--- config.mk ---
export PLATFORM = sky130hd
export DESIGN_NAME = prdt_scatter_gather_walker
export DESIGN_NICKNAME = d
export VERILOG_FILES = /design/src/rtl/psgw_pkg.sv /design/src/rtl/psgw_walk.sv /design/src/rtl/psgw_fifo.sv /design/src/rtl/prdt_scatter_gather_walker.sv
export SDC_FILE = /design/constraint.sdc
export NUM_CORES = 2
export LEC_CHECK = 0
export BUFFER_PORTS_ARGS = -buffer_cell sky130_fd_sc_hd__buf_2
export CAP_MARGIN = 10
export CORE_MARGIN = 2
export CORE_UTILIZATION = 26
export DETAILED_ROUTE_END_ITERATION = 8
export MAX_ROUTING_LAYER = met4
export SLEW_MARGIN = 20
export SYNTH_ARGS = -nofsm -noshare
export SYNTH_HDL_FRONTEND = slang
export SYNTH_SLANG_ARGS = --single-unit
--- constraint.sdc ---
create_clock -name aclk -period 7.15 [get_ports aclk]
set_clock_uncertainty 0.1 [all_clocks]
set_input_delay 2.145 -clock aclk [delete_from_list [all_inputs] [get_ports aclk]]
set_output_delay 2.145 -clock aclk [all_outputs]
set_load 0.02 [all_outputs]
--- src/rtl/psgw_pkg.sv ---
// Shared types and constants for the scatter-gather descriptor table walker.
// Holds the item and result records and the action codes; no dependencies.
package psgw_pkg;

    localparam int unsigned AddrW      = 64;
    localparam int unsigned LenW       = 32;
    localparam int unsigned CountW     = 16;
    localparam int unsigned ByteCountW = 19;
    localparam int unsigned SizeW      = 18;
    localparam int unsigned InDataW    = 232;
    localparam int unsigned OutDataW   = 120;
    localparam int unsigned FifoDepth  = 4;
    localparam int unsigned FifoPtrW   = $clog2(FifoDepth);
    localparam int unsigned FifoCntW   = $clog2(FifoDepth + 1);

    localparam logic [AddrW-1:0]      EntryBytes      = 64'd16;
    localparam logic [ByteCountW-1:0] EntryBytesCount = 19'd16;

    typedef enum logic {
        KIND_START = 1'b0,
        KIND_ENTRY = 1'b1
    } kind_t;

    typedef enum logic [2:0] {
        ACT_FETCH   = 3'd0,
        ACT_XFER    = 3'd1,
        ACT_OK      = 3'd2,
        ACT_SHORT   = 3'd3,
        ACT_IGNORED = 3'd4
    } action_t;

    typedef struct packed {
        kind_t              kind;
        logic [AddrW-1:0]   descriptor_base;
        logic [CountW-1:0]  table_offset;
        logic [CountW-1:0]  entry_count;
        logic [LenW-1:0]    total_length;
        logic               to_memory;
        logic [31:0]        entry_addr_low;
        logic [31:0]        entry_addr_high;
        logic [31:0]        entry_size_raw;
    } item_t;

    typedef struct packed {
        action_t                 action;
        logic [AddrW-1:0]        mem_address;
        logic [ByteCountW-1:0]   byte_count;
        logic [LenW-1:0]         buffer_offset;
        logic                    write_dir;
        logic                    last;
    } result_t;

    typedef struct packed {
        logic [1:0] num;
        result_t    first;
        result_t    second;
    } res_push_t;

endpackage

--- src/rtl/psgw_walk.sv ---
// Walk state and per-item decision logic for the descriptor table walker.
// Uses psgw_pkg; produces up to two result records per consumed item.
module psgw_walk (
    input  logic               aclk,
    input  logic               aresetn,
    input  logic               consume,
    input  psgw_pkg::item_t    item,
    output psgw_pkg::res_push_t push
);

    logic [psgw_pkg::AddrW-1:0]  fetch_ptr_reg, fetch_ptr_next;
    logic [psgw_pkg::LenW-1:0]   remaining_reg, remaining_next;
    logic [psgw_pkg::LenW-1:0]   done_reg, done_next;
    logic [psgw_pkg::CountW-1:0] entries_reg, entries_next;
    logic                        dir_reg, dir_next;
    logic                        active_reg, active_next;

    always_comb begin
        psgw_pkg::result_t            res_a;
        psgw_pkg::result_t            res_b;
        psgw_pkg::result_t            adv;
        logic [psgw_pkg::ByteCountW-1:0] size_p1;
        logic [psgw_pkg::LenW-1:0]    chunk;
        logic [psgw_pkg::LenW-1:0]    rem_new;
        logic [psgw_pkg::LenW-1:0]    done_new;
        logic [psgw_pkg::CountW-1:0]  ent_new;
        logic [psgw_pkg::AddrW-1:0]   ptr_new;
        logic                         act_new;

        fetch_ptr_next = fetch_ptr_reg;
        remaining_next = remaining_reg;
        done_next      = done_reg;
        entries_next   = entries_reg;
        dir_next       = dir_reg;
        active_next    = active_reg;

        res_a = '0;
        res_b = '0;
        adv   = '0;
        push  = '0;

        size_p1 = {1'b0, item.entry_size_raw[psgw_pkg::SizeW-1:0]} + 19'd1;
        chunk = ({13'd0, size_p1} > remaining_reg) ? remaining_reg : {13'd0, size_p1};

        if (item.kind == psgw_pkg::KIND_START) begin
            ptr_new  = item.descriptor_base + {46'd0, item.table_offset, 2'b00};
            rem_new  = item.total_length;
            done_new = '0;
            ent_new  = item.entry_count;
        end else begin
            ptr_new  = fetch_ptr_reg + psgw_pkg::EntryBytes;
            rem_new  = remaining_reg - chunk;
            done_new = done_reg + chunk;
            ent_new  = entries_reg - 16'd1;
        end

        // The decision that follows a start or an entry: next fetch or completion.
        act_new  = 1'b1;
        adv.last = 1'b1;
        if (rem_new == '0) begin
            adv.action        = psgw_pkg::ACT_OK;
            adv.buffer_offset = done_new;
            act_new           = 1'b0;
        end else if (ent_new == '0) begin
            adv.action        = psgw_pkg::ACT_SHORT;
            adv.buffer_offset = done_new;
            act_new           = 1'b0;
        end else begin
            adv.action      = psgw_pkg::ACT_FETCH;
            adv.mem_address = ptr_new;
            adv.byte_count  = psgw_pkg::EntryBytesCount;
        end

        if (item.kind == psgw_pkg::KIND_START) begin
            res_a    = adv;
            push.num = 2'd1;
        end else if (!active_reg) begin
            res_a.action = psgw_pkg::ACT_IGNORED;
            res_a.last   = 1'b1;
            push.num     = 2'd1;
        end else begin
            res_a.action        = psgw_pkg::ACT_XFER;
            res_a.mem_address   = {item.entry_addr_high, item.entry_addr_low};
            res_a.byte_count    = chunk[psgw_pkg::ByteCountW-1:0];
            res_a.buffer_offset = done_reg;
            res_a.write_dir     = dir_reg;
            res_a.last          = 1'b0;
            res_b               = adv;
            push.num            = 2'd2;
        end

        if (!consume) begin
            push.num = 2'd0;
        end
        push.first  = res_a;
        push.second = res_b;

        if (consume && (item.kind == psgw_pkg::KIND_START || active_reg)) begin
            fetch_ptr_next = ptr_new;
            remaining_next = rem_new;
            done_next      = done_new;
            entries_next   = ent_new;
            active_next    = act_new;
            if (item.kind == psgw_pkg::KIND_START) begin
                dir_next = item.to_memory;
            end
        end
    end

    always_ff @(posedge aclk) begin
        if (!aresetn) begin
            fetch_ptr_reg <= '0;
            remaining_reg <= '0;
            done_reg      <= '0;
            entries_reg   <= '0;
            dir_reg       <= 1'b0;
            active_reg    <= 1'b0;
        end else begin
            fetch_ptr_reg <= fetch_ptr_next;
            remaining_reg <= remaining_next;
            done_reg      <= done_next;
            entries_reg   <= entries_next;
            dir_reg       <= dir_next;
            active_reg    <= active_next;
        end
    end

    // A completion always leaves the walker idle.
    assert property (@(posedge aclk) disable iff (!aresetn)
        (push.num != 2'd0 && (push.first.action == psgw_pkg::ACT_OK ||
         push.first.action == psgw_pkg::ACT_SHORT ||
         push.second.action == psgw_pkg::ACT_OK ||
         push.second.action == psgw_pkg::ACT_SHORT)) |=> !active_reg)
        else $error("walker still active after completion");

    // Bytes moved plus bytes remaining stay equal to the programmed length.
    assert property (@(posedge aclk) disable iff (!aresetn)
        (consume && item.kind == psgw_pkg::KIND_ENTRY && active_reg) |=>
        (remaining_reg + done_reg == $past(remaining_reg + done_reg)))
        else $error("transfer length not conserved");

endmodule

--- src/rtl/psgw_fifo.sv ---
// Result queue of the descriptor table walker: takes up to two records a
// cycle and hands out one per beat. Uses psgw_pkg.
module psgw_fifo (
    input  logic                        aclk,
    input  logic                        aresetn,
    input  psgw_pkg::res_push_t         push,
    output logic                        room,
    output logic                        out_valid,
    input  logic                        out_ready,
    output psgw_pkg::result_t           out_res
);

    psgw_pkg::result_t                  store_reg [psgw_pkg::FifoDepth];
    logic [psgw_pkg::FifoPtrW-1:0]      wr_reg, wr_next;
    logic [psgw_pkg::FifoPtrW-1:0]      rd_reg, rd_next;
    logic [psgw_pkg::FifoCntW-1:0]      count_reg, count_next;
    logic                               pop;
    logic [psgw_pkg::FifoPtrW-1:0]      wr_second;

    assign room      = (count_reg <= psgw_pkg::FifoCntW'(psgw_pkg::FifoDepth - 2));
    assign out_valid = (count_reg != '0);
    assign out_res   = store_reg[rd_reg];
    assign pop       = out_valid && out_ready;
    assign wr_second = wr_reg + psgw_pkg::FifoPtrW'(1);

    always_comb begin
        wr_next    = wr_reg + psgw_pkg::FifoPtrW'(push.num);
        rd_next    = pop ? rd_reg + psgw_pkg::FifoPtrW'(1) : rd_reg;
        count_next = count_reg + psgw_pkg::FifoCntW'(push.num)
                     - psgw_pkg::FifoCntW'(pop);
    end

    always_ff @(posedge aclk) begin
        if (push.num != 2'd0) begin
            store_reg[wr_reg] <= push.first;
        end
        if (push.num == 2'd2) begin
            store_reg[wr_second] <= push.second;
        end
    end

    always_ff @(posedge aclk) begin
        if (!aresetn) begin
            wr_reg    <= '0;
            rd_reg    <= '0;
            count_reg <= '0;
        end else begin
            wr_reg    <= wr_next;
            rd_reg    <= rd_next;
            count_reg <= count_next;
        end
    end

    assert property (@(posedge aclk) disable iff (!aresetn)
        (push.num != 2'd0) |-> room)
        else $error("result queue written without room");

    assert property (@(posedge aclk) disable iff (!aresetn)
        (wr_reg - rd_reg) == count_reg[psgw_pkg::FifoPtrW-1:0])
        else $error("result queue pointers and count disagree");

endmodule

--- src/rtl/prdt_scatter_gather_walker.sv ---
// Scatter-gather descriptor table walker, top level; uses psgw_pkg,
// psgw_walk and psgw_fifo. A beat is registered in item_reg on accept and is
// decided once the result queue has room, which writes its results into it.
// A start beat can be taken every cycle while the result side keeps accepting;
// an entry beat in a walk yields two result beats, so entry beats go slower.
// Synchronous active-low reset empties the pipeline and leaves the walker idle.
module prdt_scatter_gather_walker (
    input  logic                           aclk,
    input  logic                           aresetn,
    input  logic                           s_axis_tvalid,
    output logic                           s_axis_tready,
    // descriptor_base, table_offset, entry_count, total_length, to_memory,
    // entry_addr_low, entry_addr_high, entry_size_raw, zero fill
    input  logic [psgw_pkg::InDataW-1:0]   s_axis_tdata,
    // kind
    input  logic                           s_axis_tuser,
    output logic                           m_axis_tvalid,
    input  logic                           m_axis_tready,
    // mem_address, byte_count, buffer_offset, write_dir, zero fill
    output logic [psgw_pkg::OutDataW-1:0]  m_axis_tdata,
    // action
    output logic [2:0]                     m_axis_tuser,
    output logic                           m_axis_tlast
);

    psgw_pkg::item_t     item_reg;
    logic                item_valid_reg, item_valid_next;
    logic                room;
    logic                consume;
    psgw_pkg::res_push_t push;
    psgw_pkg::result_t   out_res;

    assign consume       = item_valid_reg && room;
    assign s_axis_tready = !item_valid_reg || consume;

    always_comb begin
        item_valid_next = item_valid_reg;
        if (s_axis_tready) begin
            item_valid_next = s_axis_tvalid;
        end
    end

    always_ff @(posedge aclk) begin
        if (!aresetn) begin
            item_valid_reg <= 1'b0;
        end else begin
            item_valid_reg <= item_valid_next;
        end
    end

    always_ff @(posedge aclk) begin
        if (s_axis_tvalid && s_axis_tready) begin
            item_reg.kind            <= psgw_pkg::kind_t'(s_axis_tuser);
            item_reg.descriptor_base <= s_axis_tdata[63:0];
            item_reg.table_offset    <= s_axis_tdata[79:64];
            item_reg.entry_count     <= s_axis_tdata[95:80];
            item_reg.total_length    <= s_axis_tdata[127:96];
            item_reg.to_memory       <= s_axis_tdata[128];
            item_reg.entry_addr_low  <= s_axis_tdata[160:129];
            item_reg.entry_addr_high <= s_axis_tdata[192:161];
            item_reg.entry_size_raw  <= s_axis_tdata[224:193];
        end
    end

    psgw_walk u_walk (
        .aclk    (aclk),
        .aresetn (aresetn),
        .consume (consume),
        .item    (item_reg),
        .push    (push)
    );

    psgw_fifo u_fifo (
        .aclk      (aclk),
        .aresetn   (aresetn),
        .push      (push),
        .room      (room),
        .out_valid (m_axis_tvalid),
        .out_ready (m_axis_tready),
        .out_res   (out_res)
    );

    assign m_axis_tdata = {4'd0, out_res.write_dir, out_res.buffer_offset,
                           out_res.byte_count, out_res.mem_address};
    assign m_axis_tuser = out_res.action;
    assign m_axis_tlast = out_res.last;

endmodule

==> summary.md <==
| Metric | Value |
|---|---|
| Status | `finished with violations` |
| Failing checks | `negative setup slack` |
| Initial DRC Count | `3050` |
| Synth Area in XOR/XNOR | `~3.5%` |
| Clk_lat worst skew | `about 720 ps` |
| I/O pin total | `roughly 360` |
| Final Hold Vio Count | `0` |
| Setup WS pre-CTS | `-501 ps` |
| Synth area leaders | `edfxtp_1 44%, dfxtp_1 11%, mux4_2 6.5%` |
| Crit share post-route | `103%` |
| Via density | `5.11` |
| CP Launch Point | `item_reg[4]` |
| Slew HR | `between 20% and 30%` |
| Gpl congestion | `between 0.8 and 0.9` |
| PnR worst setup slack | `-183 ps` |
| Routed via count | `approximately 33k` |
| Seq/Total Area, Yosys | `~56%` |
| Core area | `159000 µm²` |
| Leakage | `roughly 18 nW` |
| Number of max-cap violations | `0` |
| Max reg flops | `between 400 and 500` |
| Critical path startpoint category | `flop` |
| Hold Crit Class | `flop to flop` |
| RSZ-0062 raised after global routing | `yes` |
| Die width | `~400 µm` |
| Vias in the first global route | `~31k` |
| Layout Cells excl Fill | `approximately 6.4k` |
| Cell area after layout | `a little over 50000 µm²` |
| Top cell by count, worst path | `buf_4` |
| Mapped cell area | `~42000 µm²` |
| Net count reported at finish | `between 4k and 5k` |
| Detail Route Antenna Nets | `0` |
| Area delta synth->final | `23.5%` |
| CP Max Fanout | `7` |
| Adder-Cell Fraction of Synth Area | `2.96%` |
| Slew @ Worst Pin | `between 1000 and 1500 ps` |
| Flops & latches, synth | `around 850` |
| Die area | `~160000 µm²` |
| Achievable frequency | `approximately 140 MHz` |
| Grt ovf | `0` |
| Buffers on Ports | `337` |
| Leading area contributor after synthesis | `edfxtp_1` |
| Worst Path Required | `between 7000 and 8000 ps` |
| TritonCTS Buffers | `91` |
| FF-to-FF Start | `item_reg[4]` |
| DR pass1 iterations | `5` |
| Element type at the critical path end | `flop` |
| Setup tns final | `-30300 ps` |
| Layout cells sized above 1 | `24.3%` |
| Placed Instances | `6175` |
| Post-DP Area | `approximately 47000 µm²` |
| CP Capture Point | `u_fifo.store_reg[1][70]` |
| R2r endpoint | `u_fifo.store_reg[1][70]` |
| Pwr dens | `between 300 and 400 nW/µm²` |
| Slew Limit Fails | `0` |
| Final WL | `~140 mm` |
| Clock sinks | `848` |
| Final Total Pwr | `around 16 mW` |
| Kind of critical path | `flop to flop` |
| Post-synth EDFFs | `around 610` |
| Fill cells | `roughly 16k` |
| Pin count of the biggest net entering global routing | `approximately 110` |
| Top cells by count, synth | `612 x edfxtp_1, 485 x nand2_1, 304 x nor2_1` |
| CP peak stage delay | `570 ps` |
| Synth Instances | `3759` |
| Yosys warning count | `0` |
| DR DRC count | `0` |
| Post-synth ARST share | `0%` |
| Initial antenna violation count | `23` |
| Dpl hpwl | `around 93 mm` |
| Root Buffer Master | `clkbuf_16` |
| Per-cell routed wire length | `approximately 22 µm` |
| Yosys cell types | `90` |
| CTS max path bufs | `3` |
| Reg clk slew, reported paths | `around 70 ps` |
| Clock H-tree levels | `3` |
| TritonCTS clock tree | `yes` |
| Synth Flop Type | `edfxtp_1` |
| Synth top area share | `roughly 44%` |
| Min Tclk post-route | `between 7000 and 8000 ps` |
| Syn avg cell area | `11.1 µm²` |
| Flop-to-flop setup slack | `-180 ps` |
| Count leader, synth | `edfxtp_1` |
| Arr. time, crit path | `roughly 7600 ps` |
| Chip height | `between 400 and 500 µm` |
| Reg2Reg Depth | `34` |
| GRT Overall Usage | `around 17%` |
| Main combinational cell family by area after synthesis | `compound AO/OA/AOI/OAI gates` |
| CP max-delay cell | `or4_4` |
| Row Count | `about 150` |
| Final setup fails | `roughly 370` |
| First-pass GRT wire length | `204 mm` |
| Compound-Gate Fraction of Synth Area | `15.4%` |
| Multiplexer area fraction after synthesis | `under 10%` |
| Synth Area in Simple Gates | `about an eighth` |
| Peak supply drop | `roughly 0.22 mV` |
| Starting Density | `26.2%` |
-- power breakdown --
part           switching (mW)  total (mW)  internal [mW]
logic                    3.04        5.22           2.19
registers               0.322        5.99           5.67
clock network            2.15        4.81           2.66
-- metrics by stage --
stage / util [%] / hold slack, ps
6_report: 32.4 / 352
2_1_floorplan: - / 320
5_1_grt: 32.4 / 373
4_1_cts: 31.9 / 354
3_5_place_dp: 29.6 / 339
3_3_place_gp: 29.6 / 328
-- layout make-up --
class	instances	area (µm²)	area share, %
Clock buffer	119	2470	4.81
Tap cell	2072	2590	5.05
Timing Repair Buffer	616	4330	8.43
Multi-Input combinational cell	2595	17900	34.9
Clock inverter	53	534	1.04
Antenna cell	13	32.5	0.0633
Sequential cell	848	23100	45.0
Inverter	91	355	0.692
-- placed cells by master (no fill, tap or decap), drive strengths merged, types with 29 or more instances in the layout --
master / netlist / layout
nand4: 39 / 39
clkinv: 1 / 32
xor2: 67 / 67
clkbuf: 154 / 126
nor2: 304 / 304
o22ai: 265 / 265
a211oi: 42 / 42
a21o: 35 / 35
inv: 90 / 101
and2: 29 / 29
nand2: 488 / 488
edfxtp: 612 / 612
ha: 92 / 92
dfxtp: 236 / 236
xnor2: 101 / 101
o21ai: 320 / 320
nor3: 50 / 50
buf: 86 / 609
o21a: 37 / 37
mux4: 120 / 120
nand3: 63 / 63
a21oi: 195 / 195
or3: 33 / 33
-- critical path: cells and delay by family, from the launching register on --
kind | cells | cell delay (ps)
mux | 1 | 190
flops | 1 | 390
fa+ha+maj | 2 | 490
compound gates | 11 | 2150
buf+inv | 9 | 1360
xor+xnor | 1 | 150
simple gates | 10 | 2140
-- how the worst min path moves through the flow --
stage / startpoint / endpoint / depth (start not counted)
3_5_place_dp: u_fifo.store_reg[2][39] / u_fifo.store_reg[2][39] / 2
3_3_place_gp: u_fifo.store_reg[1][41] / u_fifo.store_reg[1][41] / 2
4_1_cts: u_fifo.store_reg[3][44] / u_fifo.store_reg[3][44] / 2
5_1_grt: u_fifo.store_reg[1][119] / u_fifo.store_reg[1][119] / 2
2_1_floorplan: u_fifo.store_reg[2][34] / u_fifo.store_reg[2][34] / 2
6_report: u_fifo.store_reg[2][51] / u_fifo.store_reg[2][51] / 2
-- cells by family (layout without fill, tap and decap cells) --
kind of cell	Yosys count	after routing
xor gates and xnor gates	168	168
other	1	29
adders and majority gates	96	96
buffers and inverters	331	879
DFF	848	848
AOI/OAI and AO/OA	1043	1043
muxes	146	146
and+or+nand+nor	1126	1126
-- routing by layer --
metal | share of wire, % | vias to the layer above | GRT usage [%]
met3 | 7.2 | 242 | 2.81
met1 | 44 | 16069 | 22.9
met4 | 3.3 | 0 | 6.34
met2 | 46 | 1286 | 26.4
met5 | 0 | - | -
li1 | - | 15151 | -
-- timing repair --
| item | in CTS | in global routing |
|---|---|---|
| hold buffers | 0 | 0 |
| pin swaps | 9 | 45 |
| resized for setup | 82 | 107 |
| buffers inserted | 11 | 23 |
| gates cloned | 6 | 10 |
| endpoints found under the setup margin | 396 | 399 |
No activity file was read; power rests on OpenSTA's default activity.
